==> config.mk <==
export PLATFORM = sky130hd
export DESIGN_NAME = rsa_modular_exponentiation
export DESIGN_NICKNAME = d
export VERILOG_FILES = /design/src/sv/rme_pkg.sv /design/src/sv/rme_csr.sv /design/src/sv/rme_dp.sv /design/src/sv/rme_ctrl.sv /design/src/sv/rsa_modular_exponentiation.sv
export SDC_FILE = /design/constraint.sdc
export NUM_CORES = 2
export LEC_CHECK = 0
export BUFFER_PORTS_ARGS = -buffer_cell sky130_fd_sc_hd__buf_2
export CAP_MARGIN = 10
export CORE_ASPECT_RATIO = 1.4
export CORE_UTILIZATION = 55
export DETAILED_ROUTE_END_ITERATION = 12
export PLACE_DENSITY = 0.82
export SYNTH_ARGS = -nofsm -noshare
export SYNTH_HDL_FRONTEND = slang
export SYNTH_SLANG_ARGS = --single-unit
==> constraint.sdc <==
create_clock -name clock -period 19.4 [get_ports clock]
set_input_delay 4.85 -clock clock [delete_from_list [all_inputs] [get_ports clock]]
set_output_delay 4.85 -clock clock [all_outputs]
set_load 0.01 [all_outputs]
==> src/sv/rme_pkg.sv <==
// shared constants, codes and controller/datapath interface types for the modular exponentiator
package rme_pkg;

   localparam int MODULUS_BITS_DEF = 31;
   localparam int CFG_W            = 31;
   localparam int VALUE_W          = 32;
   localparam int CODE_W           = 33;
   localparam int MAG_W            = 33;
   localparam int CHAR_OFFSET      = 96;
   localparam int CSR_IDX_W        = 2;

   localparam logic [CSR_IDX_W-1:0] CSR_MODULUS = 2'd0;
   localparam logic [CSR_IDX_W-1:0] CSR_ENC_EXP = 2'd1;
   localparam logic [CSR_IDX_W-1:0] CSR_DEC_EXP = 2'd2;

   localparam logic OP_ENCRYPT = 1'b0;

   localparam logic [CFG_W-1:0] MODULUS_RESET = 31'd3233;
   localparam logic [CFG_W-1:0] ENC_EXP_RESET = 31'd17;
   localparam logic [CFG_W-1:0] DEC_EXP_RESET = 31'd2753;

   typedef enum logic [1:0] {
      RES_ONE,
      RES_ZERO,
      RES_POW
   } res_sel_type;

   typedef struct packed {
      logic        load;
      logic        red_load;
      logic        red_from_prod;
      logic        red_step;
      logic        mul_en;
      logic        mul_from_acc;
      logic        sq_wr;
      logic        acc_wr;
      logic        exp_shift;
      logic        res_wr;
      res_sel_type res_sel;
   } cmd_type;

   typedef struct packed {
      logic exp_zero;
      logic mod_small;
      logic exp_lsb;
      logic exp_next_lsb;
      logic exp_last;
      logic red_last;
   } status_type;

endpackage

==> src/sv/rme_csr.sv <==
// configuration registers: modulus and the two exponents
module rme_csr #(
   parameter int MODULUS_BITS = rme_pkg::MODULUS_BITS_DEF
) (
   input  logic                           clock,
   input  logic                           reset,
   input  logic                           csr_valid,
   output logic                           csr_ready,
   input  logic [rme_pkg::CSR_IDX_W-1:0]  csr_index,
   input  logic [rme_pkg::CFG_W-1:0]      csr_wdata,
   output logic [MODULUS_BITS-1:0]        modulus,
   output logic [rme_pkg::CFG_W-1:0]      enc_exp,
   output logic [rme_pkg::CFG_W-1:0]      dec_exp
);
   import rme_pkg::*;

   logic [MODULUS_BITS-1:0] modulus_ff;
   logic [CFG_W-1:0]        enc_exp_ff;
   logic [CFG_W-1:0]        dec_exp_ff;

   assign csr_ready = 1'b1;

   always_ff @(posedge clock) begin
      if (reset) begin
         modulus_ff <= MODULUS_RESET[MODULUS_BITS-1:0];
         enc_exp_ff <= ENC_EXP_RESET;
         dec_exp_ff <= DEC_EXP_RESET;
      end else if (csr_valid && csr_ready) begin
         case (csr_index)
            CSR_MODULUS: modulus_ff <= csr_wdata[MODULUS_BITS-1:0];
            CSR_ENC_EXP: enc_exp_ff <= csr_wdata;
            CSR_DEC_EXP: dec_exp_ff <= csr_wdata;
            default: begin
            end
         endcase
      end
   end

   assign modulus = modulus_ff;
   assign enc_exp = enc_exp_ff;
   assign dec_exp = dec_exp_ff;

endmodule

==> src/sv/rme_dp.sv <==
// datapath: operand setup, multiplier, bit-serial remainder unit and result formatting
module rme_dp #(
   parameter int MODULUS_BITS = rme_pkg::MODULUS_BITS_DEF
) (
   input  logic                                clock,
   input  rme_pkg::cmd_type                    cmd,
   output rme_pkg::status_type                 status,
   input  logic                                req_opcode,
   input  logic signed [rme_pkg::VALUE_W-1:0]  req_value,
   input  logic [MODULUS_BITS-1:0]             modulus,
   input  logic [rme_pkg::CFG_W-1:0]           enc_exp,
   input  logic [rme_pkg::CFG_W-1:0]           dec_exp,
   output logic signed [rme_pkg::VALUE_W-1:0]  rsp_residue,
   output logic signed [rme_pkg::CODE_W-1:0]   rsp_shifted_code
);
   import rme_pkg::*;

   localparam int M      = MODULUS_BITS;
   localparam int PROD_W = 2 * M;
   localparam int RED_W  = (PROD_W > MAG_W) ? PROD_W : MAG_W;
   localparam int CNT_W  = $clog2(RED_W + 1);

   // item setup
   logic signed [MAG_W-1:0] offset;
   logic signed [MAG_W-1:0] sval;
   logic [MAG_W-1:0]        mag_in;
   logic [CFG_W-1:0]        exp_in;

   logic [MAG_W-1:0]   mag_ff;
   logic               neg_ff;
   logic               odd_ff;
   logic [CFG_W-1:0]   exp_ff;
   logic [M-1:0]       acc_ff;
   logic [M-1:0]       sq_ff;
   logic [PROD_W-1:0]  prod_ff;
   logic [PROD_W-1:0]  prod_in;
   logic [M-1:0]       mul_a;
   logic [RED_W-1:0]   div_ff;
   logic [M-1:0]       rem_ff;
   logic [CNT_W-1:0]   cnt_ff;
   logic [M:0]         trial;
   logic [M:0]         mod_ext;
   logic [M-1:0]       rem_in;

   logic [M-1:0]                res_mag;
   logic                        res_neg;
   logic signed [VALUE_W-1:0]   res_in;
   logic signed [VALUE_W-1:0]   res_ff;
   logic signed [CODE_W-1:0]    code_ff;

   always_comb begin
      offset = (req_opcode == OP_ENCRYPT) ? MAG_W'(CHAR_OFFSET) : '0;
      sval   = MAG_W'(req_value) - offset;
      mag_in = sval[MAG_W-1] ? MAG_W'(-sval) : MAG_W'(sval);
      exp_in = (req_opcode == OP_ENCRYPT) ? enc_exp : dec_exp;
   end

   assign mul_a   = cmd.mul_from_acc ? acc_ff : sq_ff;
   assign prod_in = mul_a * sq_ff;

   // one restoring step: shift in the next dividend bit, subtract when it fits
   always_comb begin
      mod_ext = {1'b0, modulus};
      trial   = {rem_ff, div_ff[RED_W-1]};
      if (trial >= mod_ext) begin
         rem_in = M'(trial - mod_ext);
      end else begin
         rem_in = M'(trial);
      end
   end

   always_comb begin
      case (cmd.res_sel)
         RES_ONE:  res_mag = M'(1);
         RES_ZERO: res_mag = '0;
         RES_POW:  res_mag = rem_ff;
         default:  res_mag = '0;
      endcase
      res_neg = neg_ff && odd_ff && (res_mag != '0);
      res_in  = VALUE_W'(res_mag);
      if (res_neg) begin
         res_in = -res_in;
      end
   end

   always_ff @(posedge clock) begin
      if (cmd.load) begin
         mag_ff <= mag_in;
         neg_ff <= sval[MAG_W-1];
         odd_ff <= exp_in[0];
         exp_ff <= exp_in;
         acc_ff <= M'(1);
      end
      if (cmd.exp_shift) begin
         exp_ff <= exp_ff >> 1;
      end
      if (cmd.mul_en) begin
         prod_ff <= prod_in;
      end
      if (cmd.red_load) begin
         div_ff <= cmd.red_from_prod ? RED_W'(prod_ff) : RED_W'(mag_ff);
         rem_ff <= '0;
         cnt_ff <= CNT_W'(RED_W);
      end else if (cmd.red_step) begin
         div_ff <= div_ff << 1;
         rem_ff <= rem_in;
         cnt_ff <= cnt_ff - CNT_W'(1);
      end
      if (cmd.sq_wr) begin
         sq_ff <= rem_ff;
      end
      if (cmd.acc_wr) begin
         acc_ff <= rem_ff;
      end
      if (cmd.res_wr) begin
         res_ff  <= res_in;
         code_ff <= CODE_W'(res_in) + CODE_W'(CHAR_OFFSET);
      end
   end

   always_comb begin
      status.exp_zero     = (exp_ff == '0);
      status.mod_small    = (modulus < M'(2));
      status.exp_lsb      = exp_ff[0];
      status.exp_next_lsb = exp_ff[1];
      status.exp_last     = ((exp_ff >> 1) == '0);
      status.red_last     = (cnt_ff == CNT_W'(1));
   end

   assign rsp_residue      = res_ff;
   assign rsp_shifted_code = code_ff;

endmodule

==> src/sv/rme_ctrl.sv <==
// controller: sequences base reduction, multiply and square steps per exponent bit
module rme_ctrl (
   input  logic                 clock,
   input  logic                 reset,
   input  logic                 start,
   output logic                 busy,
   output logic                 rsp_valid,
   input  rme_pkg::status_type  status,
   output rme_pkg::cmd_type     cmd
);
   import rme_pkg::*;

   typedef enum logic [3:0] {
      S_IDLE,
      S_CHECK,
      S_BASE_RED,
      S_SETUP,
      S_MUL_ACC,
      S_LOAD_ACC,
      S_RED_ACC,
      S_WR_ACC,
      S_MUL_SQ,
      S_LOAD_SQ,
      S_RED_SQ,
      S_WR_SQ
   } state_type;

   state_type state_ff;
   state_type state_in;
   logic      busy_ff;
   logic      valid_ff;
   logic      valid_in;

   always_comb begin
      cmd         = '0;
      cmd.res_sel = RES_POW;
      state_in    = state_ff;
      valid_in    = 1'b0;
      case (state_ff)
         S_IDLE: begin
            if (start) begin
               cmd.load = 1'b1;
               state_in = S_CHECK;
            end
         end
         S_CHECK: begin
            if (status.exp_zero) begin
               cmd.res_wr  = 1'b1;
               cmd.res_sel = RES_ONE;
               valid_in    = 1'b1;
               state_in    = S_IDLE;
            end else if (status.mod_small) begin
               cmd.res_wr  = 1'b1;
               cmd.res_sel = RES_ZERO;
               valid_in    = 1'b1;
               state_in    = S_IDLE;
            end else begin
               cmd.red_load = 1'b1;
               state_in     = S_BASE_RED;
            end
         end
         S_BASE_RED: begin
            cmd.red_step = 1'b1;
            if (status.red_last) begin
               state_in = S_SETUP;
            end
         end
         S_SETUP: begin
            cmd.sq_wr = 1'b1;
            state_in  = status.exp_lsb ? S_MUL_ACC : S_MUL_SQ;
         end
         S_MUL_ACC: begin
            cmd.mul_en       = 1'b1;
            cmd.mul_from_acc = 1'b1;
            state_in         = S_LOAD_ACC;
         end
         S_LOAD_ACC: begin
            cmd.red_load      = 1'b1;
            cmd.red_from_prod = 1'b1;
            state_in          = S_RED_ACC;
         end
         S_RED_ACC: begin
            cmd.red_step = 1'b1;
            if (status.red_last) begin
               state_in = S_WR_ACC;
            end
         end
         S_WR_ACC: begin
            cmd.acc_wr = 1'b1;
            // last set bit of the exponent: the remainder is the final power
            if (status.exp_last) begin
               cmd.res_wr = 1'b1;
               valid_in   = 1'b1;
               state_in   = S_IDLE;
            end else begin
               state_in = S_MUL_SQ;
            end
         end
         S_MUL_SQ: begin
            cmd.mul_en = 1'b1;
            state_in   = S_LOAD_SQ;
         end
         S_LOAD_SQ: begin
            cmd.red_load      = 1'b1;
            cmd.red_from_prod = 1'b1;
            state_in          = S_RED_SQ;
         end
         S_RED_SQ: begin
            cmd.red_step = 1'b1;
            if (status.red_last) begin
               state_in = S_WR_SQ;
            end
         end
         S_WR_SQ: begin
            cmd.sq_wr     = 1'b1;
            cmd.exp_shift = 1'b1;
            state_in      = status.exp_next_lsb ? S_MUL_ACC : S_MUL_SQ;
         end
         default: begin
            state_in = S_IDLE;
         end
      endcase
   end

   always_ff @(posedge clock) begin
      if (reset) begin
         state_ff <= S_IDLE;
         busy_ff  <= 1'b0;
         valid_ff <= 1'b0;
      end else begin
         state_ff <= state_in;
         busy_ff  <= (state_in != S_IDLE);
         valid_ff <= valid_in;
      end
   end

   assign busy      = busy_ff;
   assign rsp_valid = valid_ff;

endmodule

==> src/sv/rsa_modular_exponentiation.sv <==
// top level of the textbook rsa modular exponentiator
//
// A transaction starts at a clock edge with start high and busy low; req_opcode
// selects encrypt (value minus 96, public exponent) or decrypt (value as is,
// private exponent). busy stays high until the result is out. The result is
// shown for exactly one cycle with rsp_valid high; it cannot be held off.
// Modulus and exponents are written through the csr_ channel (always ready);
// the user must write them only while the block is idle, which the block
// itself does not enforce; index 0 modulus, 1 encrypt and 2 decrypt exponent.
// Each modular product comes from one registered multiply and a remainder unit
// that retires one dividend bit per cycle over R = max(2*MODULUS_BITS, 33)
// bits; a multiply or square steps through its multiply, load, reduce and
// write states, and the base is reduced once before the first of them.
// A zero exponent or a modulus below two gives its result from the check state.
// One transaction at a time; a new start is taken in the cycle the result shows.
// Reset returns the controller to idle and the registers to 3233, 17 and 2753.
module rsa_modular_exponentiation #(
   parameter int MODULUS_BITS = rme_pkg::MODULUS_BITS_DEF
) (
   input  logic                                clock,
   input  logic                                reset,
   input  logic                                start,
   output logic                                busy,
   input  logic                                req_opcode,
   input  logic signed [rme_pkg::VALUE_W-1:0]  req_value,
   output logic                                rsp_valid,
   output logic signed [rme_pkg::VALUE_W-1:0]  rsp_residue,
   output logic signed [rme_pkg::CODE_W-1:0]   rsp_shifted_code,
   input  logic                                csr_valid,
   output logic                                csr_ready,
   input  logic [rme_pkg::CSR_IDX_W-1:0]       csr_index,
   input  logic [rme_pkg::CFG_W-1:0]           csr_wdata
);
   import rme_pkg::*;

   logic [MODULUS_BITS-1:0] modulus;
   logic [CFG_W-1:0]        enc_exp;
   logic [CFG_W-1:0]        dec_exp;
   cmd_type                 cmd;
   status_type              status;

   rme_csr #(
      .MODULUS_BITS(MODULUS_BITS)
   ) u_csr (
      .clock     (clock),
      .reset     (reset),
      .csr_valid (csr_valid),
      .csr_ready (csr_ready),
      .csr_index (csr_index),
      .csr_wdata (csr_wdata),
      .modulus   (modulus),
      .enc_exp   (enc_exp),
      .dec_exp   (dec_exp)
   );

   rme_ctrl u_ctrl (
      .clock     (clock),
      .reset     (reset),
      .start     (start),
      .busy      (busy),
      .rsp_valid (rsp_valid),
      .status    (status),
      .cmd       (cmd)
   );

   rme_dp #(
      .MODULUS_BITS(MODULUS_BITS)
   ) u_dp (
      .clock            (clock),
      .cmd              (cmd),
      .status           (status),
      .req_opcode       (req_opcode),
      .req_value        (req_value),
      .modulus          (modulus),
      .enc_exp          (enc_exp),
      .dec_exp          (dec_exp),
      .rsp_residue      (rsp_residue),
      .rsp_shifted_code (rsp_shifted_code)
   );

endmodule

# After elaboration in Yosys (flattened, before gate mapping)
# Index checks and enable logic that the tools add are counted.
[op_classes] mux=44 n_shift=0 order_cmp=2 reduce_logical=19 n_addsub=6 div_mod_pow=0 n_mul=1 eq_ne=15 n_bitwise=0
[op_table] op="$mux W62" count=3
[op_table] op="$mux W31" count=5
[op_table] op="$mux W32" count=2
[op_table] op="$logic_not A31 Y1" count=2
[op_table] op="$mul A31 B31 Y62" count=1
[op_table] op="$pmux W31 S2" count=1
[op_table] op="$mux W30" count=2
[op_table] op="$pmux W4 S12" count=1
[op_table] op="$add A32 B8 Y33 const B" count=1
[op_table] op="$neg A33 Y33" count=1
[op_table] op="$sub A32 B8 Y33" count=1
[op_table] op="$ge A32 B31 Y1" count=1
[op_table] op="$neg A31 Y32" count=1
[op_table] op="$lt A31 B2 Y1 const B" count=1
[op_table] op="$reduce_bool A31 Y1" count=1
[op_table] op="$sub A31 B31 Y31" count=1
[op_table] op="$mux W4" count=7
[op_table] op="$eq A4 B3 Y1 const B" count=4
[op_table] op="$eq A4 B4 Y1 const B" count=4
[op_table] op="$mux W1" count=14
[op_table] op="$eq A4 B2 Y1 const B" count=2
[op_table] op="$mux W7" count=1
[op_table] op="$eq A6 B1 Y1 const B" count=1
[op_table] op="$mux W2" count=3
[op_table] op="other kinds (14)" count=26
[word_totals] latch_bits=0 register_bits=453 output_inout_bits=68 memories=0 inputBits=70 romBits=0 ramBits=0

# Longest topological paths before layout
[depth] word_depth=10 ltp_mapped=35 depth_no_buf=32

# By module
# From an unflattened synthesis, not the netlist that was laid out.
[unflattened] hier_cells=5538 area_unflattened_um2=53836.6
[by_module_without_submodules] module="rme_dp" area_per_inst_um2=49678.9 instances=1 cells_each=5138 seq_area_each_um2=10099.7
[by_module_without_submodules] module="rme_csr" area_per_inst_um2=3739.8 instances=1 cells_each=348 seq_area_each_um2=1861.8
[by_module_without_submodules] module="rme_ctrl" area_per_inst_um2=417.9 instances=1 cells_each=52 seq_area_each_um2=120.1

# Worst setup path before layout
# Ideal clock, no wire load.
[synth_path] kind="flip-flop to flip-flop" from="reg u_ctrl.state_ff[2]" to="reg u_dp.prod_ff[44] (data pin)" setup_ns=0.195 path_slack_ns=10.794 n_path_buf=3 arrival_ns=8.411 path_stages_with_launch=35 cell_sequence="dfxtp_1 > clkbuf_1 > nand2b_1 > nor3_1 > clkbuf_1 > nand2_1 > nand2_1 > clkbuf_1 > nand2_1 > fa_1 > inv_1 > fa_1 > fa_1 > inv_1 > fa_1 > inv_1 > fa_1 > inv_1 > fa_1 > inv_1 > fa_1 > inv_1 > fa_1 > inv_1 > ha_1 > a21oi_1 > o21ai_0 > a32oi_1 > o21ai_0 > a221oi_1 > a21oi_1 > o2111ai_1 > a21boi_0 > or4b_2 > o311ai_0"
[synth_between] elab_chain_cells=4
[synth_lines] item="from (decl)" line_no="rme_ctrl.sv:28" rtl="state_type state_ff;"
[synth_lines] item="from (signal assigned)" line_no="rme_ctrl.sv:131" rtl="state_ff <= state_in;"
[synth_lines] item="$eq A4 B3 Y1" line_no="rme_ctrl.sv:39" rtl="case (state_ff)"
[synth_lines] item="$mux W1" line_no="rme_ctrl.sv:39"
[synth_lines] item="$mux W31" line_no="rme_dp.sv:58" rtl="assign mul_a = cmd.mul_from_acc ? acc_ff : sq_ff;"
[synth_lines] item="$mul A31 B31 Y62" line_no="rme_dp.sv:59" rtl="assign prod_in = mul_a * sq_ff;"
[synth_lines] item="via u_dp.prod_in[44]" line_no="rme_dp.sv:36" rtl="logic [PROD_W-1:0] prod_in;"
[synth_lines] item="to (signal assigned)" line_no="rme_dp.sv:98" rtl="prod_ff <= prod_in;"
[synth_lines] item="to (decl)" line_no="rme_dp.sv:35" rtl="logic [PROD_W-1:0] prod_ff;"
# The timed path passes the listed nets, and every way through them passes these cells.
# A chain may end at the register's enable or synchronous reset.

# Worst setup path after layout
[layout_path] from="reg u_ctrl.state_ff[2]" to="reg u_dp.prod_ff[57] (data pin)"
# Same word-level chain as after synthesis.

==> qor.txt <==
Synth Flop Type: edfxtp_1
first-pass GRT wire length: 230.4 mm
R2R setup slack: 8.91 ns
Mapped Area: 52720 µm²
clk_lat worst skew: 0.58 ns
global routing's busiest layer: met2
syn avg cell area: 9.459 µm²
area of the multi-input gates: 36180 µm²
Post-Syn Instances: 5573
CTS resizes: 0
TritonCTS clock tree: yes
die extent in y: 368.3 µm
Global Route met2 Usage: 54.46%
RR Startpoint: u_ctrl.state_ff[2]
fraction of layout cells with a size suffix above 1: 6.511%
DIE WIDTH: 263.7 µm
status: finished, final reports clean
met1 usage: 32.69%
Worst Hold Class: reg2reg
number of cell rows: 134
required time worst endpoint: 19.74 ns
port buffer count: 136
Worst Hold Path EP: u_csr.dec_exp[19]
Worst R2R End: u_dp.prod_ff[57]
DIE AREA: 97110 µm²
worst relative slew slack: 13.80%
GRT Util Overall: 30.62%
total iterations of the first detailed-routing run: 6
per-cell routed wire length: 21.31 µm
Hold Violations, Final: 0
Initial Util: 55.45%
Slowest cell on crit path: o31ai_1
setup TNS: 0 ns
Seq/Total Area, Yosys: 22.92%
total CTS buffers: 39
Setup CP Type: reg2reg
cell mode on critical path: fa_1
initial drt markers: 2941
CTS max path bufs: 3
fin crit share: 54.08%
Crit Path Max Fanout: 42
Yosys cell types: 99
H-tree levels: 2
routability congestion estimate from global placement: 0.9843
Register-to-Register Path Depth: 28
YS warnings: 0
ANT nets after route: 0
Setup Buffers After CTS: 0
FMAX: 0.09532 GHz
Reg area: 12080 µm²
Setup-failing EPs final: 0
commonest non-fill, non-tap cell in the layout: nand2_1
Max Cap Viol: 0
Worst EP arrival: 10.83 ns
hold depth: 2
CP max stage delay: 1.08 ns
clk_skew: 0.01760 ns
routed vias/inst: 5.855
DRT Wirelength: 144.6 mm
met3 usage: 4.234%
Layout fillers: 7689
vias in the first global route: 42.87k
syn nets: 6775
CP endpoint kind: register
cts hold-fix bufs: 0
initial antenna violation count: 0
commonest non-fill, non-tap cells in the layout: nand2_1 (936), inv_1 (869), fa_1 (839)
RSZ-0062 raised after global routing: no
Nets: 6732
fin. max-slew vios: 0
DR vias: 39.73k
dpl hpwl: 113.1 mm
Least-Margin Pin Slew: 1.290 ns
core outline area: 95060 µm²
clock sinks: 448
share of flip-flops with an asynchronous set or reset: 0%
largest net degree at the start of global routing: 100
post-layout min period: 10.49 ns
area grow syn2layout: 6.000%
IO Pins: 138
Post-synth EDFFs: 311
clk slew on worst S/H paths: 0.07 ns
hold path start: u_csr.dec_exp[19]
CTS Root Cell: clkbuf_16
Worst setup SP type: register
Post-route DRC: 0
register bit total from synthesis: 448
global route overflow: 0
==> kinds of logic after synthesis <==
group                      Yosys count  share of synthesized area [%]
adders and majority gates         1132                          38.82
other                                2                        0.01425
xor gates and xnor gates           165                          2.777
muxes                               54                          1.035
and+or+nand+nor                   1927                          17.98
buffers and inverters             1193                          8.592
DFF                                448                          22.92
AOI/OAI and AO/OA                  652                          7.866
==> layer usage <==
layer  share of wire, %  wire, µm
met4                9.0     13020
met3                6.6      9577
met5              0.020        29
met1                 33     48150
met2                 51     73850
==> how the worst max path moves through the flow <==
| stage | endpoint | startpoint | slack (ns) | depth (start not counted) |
|---|---|---|---|---|
| 2_1_floorplan | u_dp.prod_ff[44] | u_ctrl.state_ff[2] | 10.79 | 34 |
| 3_3_place_gp | u_dp.prod_ff[57] | u_ctrl.state_ff[2] | 9.47 | 28 |
| 3_5_place_dp | u_dp.prod_ff[57] | u_ctrl.state_ff[2] | 9.19 | 28 |
| 4_1_cts | u_dp.prod_ff[57] | u_ctrl.state_ff[2] | 9.12 | 28 |
| 5_1_grt | u_dp.prod_ff[57] | u_ctrl.state_ff[2] | 8.50 | 28 |
| 6_report | u_dp.prod_ff[57] | u_ctrl.state_ff[2] | 8.91 | 28 |
==> stage by stage <==
step | std cells | instance area, µm² | worst slack [ns] | hold slack (ns) | util (%)
global placement | 6712 | 54500 | 9.466 | 0.4408 | 57.33
global route | 6784 | 55880 | 8.503 | 0.4701 | 58.78
finish | 6785 | 55880 | 8.909 | 0.4538 | 58.78
detailed placement | 6712 | 54500 | 9.194 | 0.4461 | 57.33
CTS | 6783 | 55850 | 9.118 | 0.4552 | 58.75
floorplan | 5573 | 52720 | 10.79 | 0.4323 | -
==> registers in the layout, indices dropped and copies added (netlist names) <==
signal and cells:
u_dp.div_ff 62, u_dp.prod_ff 62, u_dp.mag_ff 33, u_dp.rsp_shifted_code 33, u_csr.dec_exp 31, u_csr.enc_exp 31
u_csr.modulus 31, u_dp.acc_ff 31, u_dp.exp_ff 31, u_dp.rem_ff 31, u_dp.sq_ff 31, u_dp.rsp_residue 27
u_dp.cnt_ff 6, u_ctrl.state_ff 4, u_ctrl.busy 1, u_ctrl.rsp_valid 1, u_dp.neg_ff 1, u_dp.odd_ff 1
==> critical path: cells and delay by family, from the launching register on <==
family                     cells  cell delay, ns
buffers and inverters          5            0.66
and+or+nand+nor                9            2.31
DFF                            1            0.52
adders and majority gates      9            4.50
AOI/OAI and AO/OA              5            2.23
==> final cells by class <==
type                       instances  area share, %
timing repair buffer             237          2.611
sequential                       448          21.62
tap                             1224          2.741
inverter                         872          5.857
clock inverter                    28         0.6449
multi-input combinational       3932          64.75
clock buffer                      43          1.773
antenna                            1       0.004478
==> cells in the mapped netlist (all sizes together) (6+ instances only) <==
cell	n	share of area, %
o21a	32	0.46
nor4	30	0.46
o211ai	14	0.23
nand4	26	0.39
or4	11	0.16
a31oi	57	0.68
clkbuf	297	2.1
a21o	65	0.93
fa	839	32
dfxtp	137	5.2
buf	24	0.27
o21ai	134	1.3
nor3b	12	0.17
a211o	8	0.13
ha	293	7.0
nor2b	10	0.12
or2	13	0.15
and4	7	0.12
inv	870	6.2
a32oi	8	0.13
edfxtp	311	18
a21boi	12	0.17
a211oi	17	0.28
nand2	940	6.7
and3	16	0.20
o22ai	6	0.071
nand3	39	0.37
o21bai	9	0.13
or3	15	0.18
nor4b	7	0.14
nor3	38	0.39
o31ai	9	0.13
a21oi	202	1.9
mux2i	50	0.95
xor2	51	0.88
and2	533	6.3
a22o	32	0.53
nor2	169	1.2
nand3b	19	0.27
nand2b	24	0.28
xnor2	114	1.9
Power is left out: the tool's default activity adds up to more than one toggle a clock period on the data nets, which glitch-free logic cannot reach.
